File: config.mk
export PLATFORM = sky130hd
export DESIGN_NAME = virtual_button_mapper_core
export DESIGN_NICKNAME = d
export VERILOG_FILES = /design/src/sv/vbm_pkg.sv /design/src/sv/virtual_button_mapper_core.sv /design/src/sv/vbm_cfg_regs.sv /design/src/sv/vbm_step.sv
export SDC_FILE = /design/constraint.sdc
export NUM_CORES = 1
export LEC_CHECK = 0
export BUFFER_PORTS_ARGS = -buffer_cell sky130_fd_sc_hd__buf_2
export CAP_MARGIN = 10
export CORE_MARGIN = 5
export CORE_UTILIZATION = 30
export DETAILED_ROUTE_END_ITERATION = 16
export RECOVER_POWER = 100
export SETUP_SLACK_MARGIN = 0.05
export SKIP_LAST_GASP = 1
export SYNTH_ARGS = -nofsm -noshare
export SYNTH_HDL_FRONTEND = slang
export SYNTH_SLANG_ARGS = --single-unit
File: constraint.sdc
create_clock -name clk -period 6.1 [get_ports clk]
set_input_delay 1.22 -clock clk [delete_from_list [all_inputs] [get_ports clk]]
set_output_delay 1.22 -clock clk [all_outputs]
set_load 0.05 [all_outputs]
File: src/sv/vbm_pkg.sv
package vbm_pkg;

  // register indexes on the configuration port
  localparam logic [2:0] REG_INPUT_KIND  = 3'd0;
  localparam logic [2:0] REG_OUTPUT_MODE = 3'd1;
  localparam logic [2:0] REG_SPAN_MODE   = 3'd2;
  localparam logic [2:0] REG_SELECT_MAX  = 3'd3;
  localparam logic [2:0] REG_ONESHOT_MS  = 3'd4;
  localparam logic [2:0] REG_DEBOUNCE_MS = 3'd5;

  localparam int CFG_INDEX_W = 3;
  localparam int CFG_DATA_W  = 16;

  // field codes
  localparam logic OP_SAMPLE    = 1'b0;
  localparam logic OP_POLL      = 1'b1;
  localparam logic KIND_PUSH    = 1'b0;
  localparam logic KIND_TOGGLE  = 1'b1;
  localparam logic MODE_DIRECT  = 1'b0;
  localparam logic MODE_SELECT  = 1'b1;
  localparam logic SPAN_HOLD    = 1'b0;
  localparam logic SPAN_ONESHOT = 1'b1;

  // register reset values
  localparam logic [3:0]  SELECT_MAX_RST  = 4'd2;
  localparam logic [15:0] ONESHOT_MS_RST  = 16'd100;
  localparam logic [9:0]  DEBOUNCE_MS_RST = 10'd20;

  // last_reported value meaning nothing reported yet
  localparam logic [4:0] NONE_REPORTED = 5'd31;

  typedef struct packed {
    logic        input_kind;
    logic        output_mode;
    logic        span_mode;
    logic [3:0]  select_max;
    logic [15:0] oneshot_ms;
    logic [9:0]  debounce_ms;
  } cfg_t;

  typedef struct packed {
    logic        accepted_level;
    logic        pending_change;
    logic        release_armed;
    logic [3:0]  virtual_value;
    logic [31:0] release_deadline;
    logic [31:0] last_sample_time;
    logic [4:0]  last_reported;
  } state_t;

  typedef struct packed {
    logic        operation;
    logic        level;
    logic [31:0] now_ms;
  } item_t;

  typedef struct packed {
    logic       event_valid;
    logic [3:0] event_value;
    logic [3:0] current_value;
  } result_t;

  localparam state_t STATE_RST = '{
    accepted_level:   1'b0,
    pending_change:   1'b0,
    release_armed:    1'b0,
    virtual_value:    4'd0,
    release_deadline: 32'd0,
    last_sample_time: 32'd0,
    last_reported:    NONE_REPORTED
  };

endpackage

File: src/sv/virtual_button_mapper_core.sv
// virtual button mapper core
//
// sample channel: sample_valid/sample_stall with operation, level, now_ms.
//   a word is taken on a rising edge with sample_valid high and sample_stall
//   low. operation 0 loads a debounced button sample, operation 1 polls.
// result channel: result_valid/result_stall with event_valid, event_value
//   and current_value; exactly one result word per sample word, in order.
// config channel: cfg_valid/cfg_ready with cfg_index and cfg_data; always
//   ready. writes are meant for idle periods only. a write to input_kind,
//   output_mode or span_mode returns the mapper state to its reset values.
// path: a taken word waits in the input register and moves into the result
//   register on an edge where the result register is free or being drained.
// throughput: one word per cycle when unstalled; the mapper state is read and
//   rewritten by one pass of compare/add logic between the input and result registers.
// stall: while result_stall holds a full result register, the input
//   register holds its word and sample_stall rises once it is also full.
// reset: rst (synchronous) empties both registers, loads the register
//   defaults and clears the mapper state (nothing reported yet).
module virtual_button_mapper_core (
  input  logic                             clk,
  input  logic                             rst,
  // sample channel
  input  logic                             sample_valid,
  output logic                             sample_stall,
  input  logic                             operation,
  input  logic                             level,
  input  logic [31:0]                      now_ms,
  // result channel
  output logic                             result_valid,
  input  logic                             result_stall,
  output logic                             event_valid,
  output logic [3:0]                       event_value,
  output logic [3:0]                       current_value,
  // config channel
  input  logic                             cfg_valid,
  output logic                             cfg_ready,
  input  logic [vbm_pkg::CFG_INDEX_W-1:0]  cfg_index,
  input  logic [vbm_pkg::CFG_DATA_W-1:0]   cfg_data
);
  import vbm_pkg::*;

  cfg_t    cfg;
  logic    state_clear;
  state_t  st;
  state_t  st_next;
  item_t   item;
  result_t res;

  logic    held;          // input register holds a word
  logic    advance;       // result register can take a new word
  logic    accept;

  assign cfg_ready = 1'b1;

  vbm_cfg_regs u_cfg (
    .clk         (clk),
    .rst         (rst),
    .cfg_we      (cfg_valid && cfg_ready),
    .cfg_index   (cfg_index),
    .cfg_data    (cfg_data),
    .cfg         (cfg),
    .state_clear (state_clear)
  );

  // result register is free or being drained this cycle
  assign advance      = !result_valid || !result_stall;
  assign sample_stall = held && !advance;
  assign accept       = sample_valid && !sample_stall;

  // input register
  always_ff @(posedge clk) begin
    if (rst) begin
      held <= 1'b0;
    end else begin
      held <= accept || (held && !advance);
    end
  end

  always_ff @(posedge clk) begin
    if (accept) begin
      item.operation <= operation;
      item.level     <= level;
      item.now_ms    <= now_ms;
    end
  end

  vbm_step u_step (
    .cfg     (cfg),
    .st      (st),
    .item    (item),
    .st_next (st_next),
    .res     (res)
  );

  // mapper state, updated as the word moves into the result register
  always_ff @(posedge clk) begin
    if (rst || state_clear) begin
      st <= STATE_RST;
    end else if (held && advance) begin
      st <= st_next;
    end
  end

  // result register
  always_ff @(posedge clk) begin
    if (rst) begin
      result_valid <= 1'b0;
    end else if (advance) begin
      result_valid <= held;
    end
  end

  always_ff @(posedge clk) begin
    if (held && advance) begin
      event_valid   <= res.event_valid;
      event_value   <= res.event_value;
      current_value <= res.current_value;
    end
  end

  // a silent poll or a sample never carries an event value
  a_quiet_value : assert property (@(posedge clk) disable iff (rst)
    result_valid && !event_valid |-> event_value == 4'd0)
    else $error("event_value set without event_valid");

  // last_reported is a 4-bit value or the none code
  a_reported_legal : assert property (@(posedge clk) disable iff (rst)
    st.last_reported[4] == 1'b0 || st.last_reported == NONE_REPORTED)
    else $error("last_reported holds an illegal code");

  // a poll that leaves the input register always clears the pending change
  a_poll_clears : assert property (@(posedge clk) disable iff (rst)
    held && advance && item.operation == OP_POLL |=> !st.pending_change)
    else $error("pending change survived a poll");

  // a held word with a stalled result register stays put
  a_hold_on_stall : assert property (@(posedge clk) disable iff (rst)
    held && !advance |=> held && $stable(item))
    else $error("input register lost its word under stall");

endmodule

File: src/sv/vbm_cfg_regs.sv
module vbm_cfg_regs (
  input  logic                              clk,
  input  logic                              rst,
  input  logic                              cfg_we,
  input  logic [vbm_pkg::CFG_INDEX_W-1:0]   cfg_index,
  input  logic [vbm_pkg::CFG_DATA_W-1:0]    cfg_data,
  output vbm_pkg::cfg_t                     cfg,
  output logic                              state_clear
);
  import vbm_pkg::*;

  // a mode write restarts the mapper
  assign state_clear = cfg_we &&
    (cfg_index inside {REG_INPUT_KIND, REG_OUTPUT_MODE, REG_SPAN_MODE});

  always_ff @(posedge clk) begin
    if (rst) begin
      cfg.input_kind  <= KIND_PUSH;
      cfg.output_mode <= MODE_DIRECT;
      cfg.span_mode   <= SPAN_HOLD;
      cfg.select_max  <= SELECT_MAX_RST;
      cfg.oneshot_ms  <= ONESHOT_MS_RST;
      cfg.debounce_ms <= DEBOUNCE_MS_RST;
    end else if (cfg_we) begin
      case (cfg_index)
        REG_INPUT_KIND:  cfg.input_kind  <= cfg_data[0];
        REG_OUTPUT_MODE: cfg.output_mode <= cfg_data[0];
        REG_SPAN_MODE:   cfg.span_mode   <= cfg_data[0];
        REG_SELECT_MAX:  cfg.select_max  <= cfg_data[3:0];
        REG_ONESHOT_MS:  cfg.oneshot_ms  <= cfg_data[15:0];
        REG_DEBOUNCE_MS: cfg.debounce_ms <= cfg_data[9:0];
        default: ;
      endcase
    end
  end

endmodule

File: src/sv/vbm_step.sv
module vbm_step (
  input  vbm_pkg::cfg_t    cfg,
  input  vbm_pkg::state_t  st,
  input  vbm_pkg::item_t   item,
  output vbm_pkg::state_t  st_next,
  output vbm_pkg::result_t res
);
  import vbm_pkg::*;

  logic [31:0] gap;
  logic        debounced;
  logic [4:0]  sel_v;

  assign gap       = item.now_ms - st.last_sample_time;
  assign debounced = gap > {22'd0, cfg.debounce_ms};

  always_comb begin
    st_next           = st;
    res.event_valid   = 1'b0;
    res.event_value   = 4'd0;
    sel_v             = {1'b0, st.virtual_value};
    if (item.operation == OP_SAMPLE) begin
      if (debounced && (item.level != st.accepted_level)) begin
        st_next.accepted_level = item.level;
        if (cfg.output_mode == MODE_DIRECT) begin
          st_next.virtual_value  = {3'd0, item.level} + 4'd1;
          st_next.pending_change = 1'b1;
        end else begin
          if (cfg.input_kind == KIND_PUSH) begin
            if (item.level) begin
              sel_v                  = sel_v + 5'd1;
              st_next.pending_change = 1'b1;
            end
          end else begin
            if (cfg.select_max == SELECT_MAX_RST) begin
              sel_v = {4'd0, item.level} + 5'd1;
            end else begin
              sel_v = sel_v + 5'd1;
            end
            st_next.pending_change = 1'b1;
          end
          // wrap past the top back to one, also on a release
          if (sel_v > {1'b0, cfg.select_max}) begin
            sel_v = 5'd1;
          end
          st_next.virtual_value = sel_v[3:0];
        end
        if (st_next.pending_change && (cfg.span_mode == SPAN_ONESHOT)) begin
          st_next.release_deadline = item.now_ms + {16'd0, cfg.oneshot_ms};
          st_next.release_armed    = 1'b1;
        end
      end
      st_next.last_sample_time = item.now_ms;
    end else begin
      if (st.pending_change) begin
        if (st.last_reported != {1'b0, st.virtual_value}) begin
          res.event_valid       = 1'b1;
          res.event_value       = st.virtual_value;
          st_next.last_reported = {1'b0, st.virtual_value};
        end
        st_next.pending_change = 1'b0;
      end else if (st.release_armed && (cfg.span_mode == SPAN_ONESHOT) &&
                   (st.release_deadline < item.now_ms)) begin
        if (st.last_reported != 5'd0) begin
          res.event_valid       = 1'b1;
          res.event_value       = 4'd0;
          st_next.last_reported = 5'd0;
        end else begin
          st_next.last_reported = NONE_REPORTED;
        end
        st_next.release_armed = 1'b0;
      end
    end
    res.current_value = st_next.virtual_value;
  end

endmodule

==> results_dict.tcl <==
set metrics [dict create \
    p_sw_w 0.000771 \
    power_w 0.00264 \
    drt_wl_total_mm 27.4 \
    drv_slew 119 \
    crit_type "register to register" \
    fp.dieW_um 192 \
    rsz0062_at_grt "no" \
    rr_worst_depth 22 \
    gp_congestion 0.928 \
    drt_pass1_iterations 5 \
    cellPowerDensity_mw_per_mm2 234 \
    path_clk_slew_ps 70 \
    clk-insertion-delay-late_ps 440 \
    hp-class "register to register" \
    place_hpwl_mm 20.4 \
    critPathRequiredTime_ps 6280 \
    async_flop_share_pct 0 \
    avgRoutedWirePerCell_um 16.2 \
    cp_cell_sequence "ha_1, o211ai_1, a21oi_1, o21ai_0, nand2b_1, a21oi_1, nor2b_1, o21ai_0, nand2b_1, xor2_1, ha_1, a211oi_1, o21ai_0, nor2_1, a211oi_1, or4_1, nor4_1, nand4_1, nor4b_4, buf_4, nor3_1, mux2_1" \
    critPathMaxStageDelay_ps 550 \
    ant_nets 0 \
    clockPowerShare_pct 42.1 \
    r2r-start "item[2]" \
    setup_ws_ps 745 \
    track_usage_pct 15.0 \
    chipHeight_um 192 \
    slew_headroom_pct -46.4 \
    drt_iter0_drc 505 \
    synthesis.nets 1347 \
    grt_overflow_total 0 \
    hold_depth 2 \
    worstPathArrival_ps 5540 \
    num-nets-final 1389 \
    crit_top_cell "o21ai_0" \
    switching_share_pct 29.2 \
    maxCapViolCount 3 \
    fp.coreArea_mm2 0.0327 \
    internal_power_w 0.00187 \
    avgSynthCellArea_um2 8.35 \
    synthesis.area_mm2 0.00997 \
    period_needed_ps 5350 \
    cts_tree "yes" \
    multi_input_area_mm2 0.00588 \
    cts_hold_buf 0 \
    cts_made_buffers 17 \
    netlist_instances 1194 \
    hold_violations 0 \
    yosysWarnings 0 \
    combPwrFrac_pct 15.6 \
    violations "capacitance limit, slew limit" \
    grt_max_degree 46 \
    timing.rr.end "current_value[1]" \
    worst_setup_path_start_kind "register" \
    routed_via_density 5.10 \
    rows 66 \
    vias 8627 \
    fillCellCount 3521 \
    worst_pin_slew_ps 2200 \
    critPathMaxFanout 21 \
    ios 70 \
    yosysUniqueCellTypes 71 \
    antenna_cells 0 \
    post-route-period-util_pct 87.8 \
    sequentialPowerShare_pct 42.3 \
    cp-end-kind "register" \
    synth_top_area_share_pct 22.3 \
    setup_viol 0 \
    synth_edf_count 43 \
    synthTopCellsByArea "dfxtp_1 22%, edfxtp_1 13%, ha_1 12%" \
    slowest_stage "or4_1" \
    grt_pass1_wl_mm 44.1 \
    syn_to_final_growth_pct 13.0 \
    cts_sinks 154 \
    post-synth-top-area-cell "dfxtp_1" \
    cts_buffer_depth 2 \
    dieArea_mm2 0.0370 \
    clock.fmax_ghz 0.187 \
    htree_levels 4 \
    leakage_nw 4.38 \
    synth-seq-area-share_pct 35.2 \
    place_ws_ps 861 \
    outcome "finished with violations" \
    tns_ps 0 \
    drc 0 \
    cts-root-buf "clkbuf_16" \
    antenna_found_initial 0 \
    clock_skew_ps 12.9 \
    layout-drive-gt1-share_pct 9.21 \
    ff2ff_setup_slack_ps 750 \
    crit_start "item[2]" \
    peakVddDrop_mv 0.198 \
    grt_pass1_vias 8415 \
    synth_ff_type "dfxtp_1" \
    post_cts_resized 0 \
    synth-seq-cells 154 \
    holdPathEnd "st[19]" \
    seq_area_mm2 0.00351 \
    worstHoldStart "st[19]" \
    initial_core_util_pct 30.5 \
    io_buffer_count 68 \
    cts_setup_buffers 0 \
]
==> synth_stat cells (3+ instances only) <==
cell / number
mux2_2: 4
nand3_1: 24
a21o_1: 25
nand2b_1: 22
nor2b_1: 12
a21boi_0: 3
a221o_1: 5
a31oi_1: 7
o21bai_1: 5
xor2_1: 9
or4_1: 4
o31ai_1: 12
buf_6: 4
edfxtp_1: 43
inv_1: 94
o311ai_0: 3
nand3b_1: 7
ha_1: 93
a211oi_1: 28
and2_1: 4
a211o_1: 6
o211ai_1: 8
buf_1: 5
nand4_1: 24
buf_2: 6
and3_1: 18
dfxtp_1: 111
o21a_1: 16
mux2i_1: 13
clkbuf_1: 37
nor3b_1: 3
nand2_1: 173
o221ai_1: 6
a21oi_1: 148
o21ai_0: 43
nor2_1: 54
or2_2: 6
nor4_1: 7
or3_1: 7
o21ai_1: 8
xnor2_1: 36
nor3_1: 13
==> registers in the layout, indices dropped and copies added (netlist names) <==
name,cells
item,34
current_value,4
event_valid,1
event_value,4
u_cfg.cfg,33
held,1
result_valid,1
st,76
==> power groups by stage <==
stage | clock (W) | combinational [W] | sequential, W
floorplan | 0 | 0.000297 | 0.00113
global placement | 0 | 0.000405 | 0.00114
detailed placement | 0 | 0.000409 | 0.00114
CTS | 0.00114 | 0.000412 | 0.00112
global route | 0.00118 | 0.000460 | 0.00112
finish | 0.00111 | 0.000410 | 0.00112
==> layout by cell type (no fill, tap or decap), drive strengths merged, types with 16 or more instances in the layout <==
cell type	Yosys	routed
o21a	16	16
ha	93	93
edfxtp	43	43
nand2b	22	22
a21o	25	25
nand2	173	173
buf	16	58
a21oi	150	150
nand4	24	24
inv	94	99
nand3	24	24
dfxtp	111	111
o21ai	51	51
and3	18	18
nor2	54	54
xnor2	36	36
a211oi	28	28
clkbuf	37	36
==> worst max-delay path by stage <==
stage,end,slack [ps],depth (start not counted)
after CTS,current_value[1],830,22
after floorplan,st[74],1530,23
after global placement,current_value[0],1080,22
final,current_value[1],750,22
after detailed placement,current_value[1],860,22
after global routing,current_value[1],120,22
==> worst max-delay path, delay by kind of cell, from the launching register on <==
kind,cells,cell delay (ps)
adder cells (fa/ha/maj),2,670
buffers and inverters,1,290
flip-flops,1,440
AND/OR/NAND/NOR,9,1800
XOR/XNOR,1,150
multiplexers,1,360
AO/OA/AOI/OAI,8,1390
==> per-stage QoR <==
stage / instances / hold WS, ps / cell area (um^2) / utilization (%)
global placement: 1659 / 442 / 10700 / 32.7
global route: 1691 / 472 / 11300 / 34.5
detailed placement: 1659 / 446 / 10700 / 32.7
finish: 1691 / 454 / 11300 / 34.5
floorplan: 1194 / 433 / 9970 / -
CTS: 1691 / 456 / 11300 / 34.6
==> cells by family after synthesis <==
| logic type | share of synthesized area, % |
|---|---|
| AO/OA/AOI/OAI | 22.6 |
| XOR/XNOR | 3.95 |
| adder cells (fa/ha/maj) | 12.1 |
| buffers and inverters | 5.95 |
| flip-flops | 35.2 |
| multiplexers | 1.76 |
| other | 0.0376 |
| AND/OR/NAND/NOR | 18.4 |
==> area by class of cell <==
class,instances,area share [%]
multi-input combinational,893,52.1
sequential,154,31.2
timing repair buffer,76,3.31
tap,442,4.91
clock inverter,14,1.44
inverter,94,3.13
clock buffer,18,3.90
==> metal layers <==
layer,vias up,wire length [um],track usage (%)
met1,4050,13000,19.8
met4,0,526,4.47
met5,-,0,0
li1,4356,-,-
met2,183,12700,24.7
met3,38,1200,3.06
Note: power is estimated with default switching activity, not from simulation.
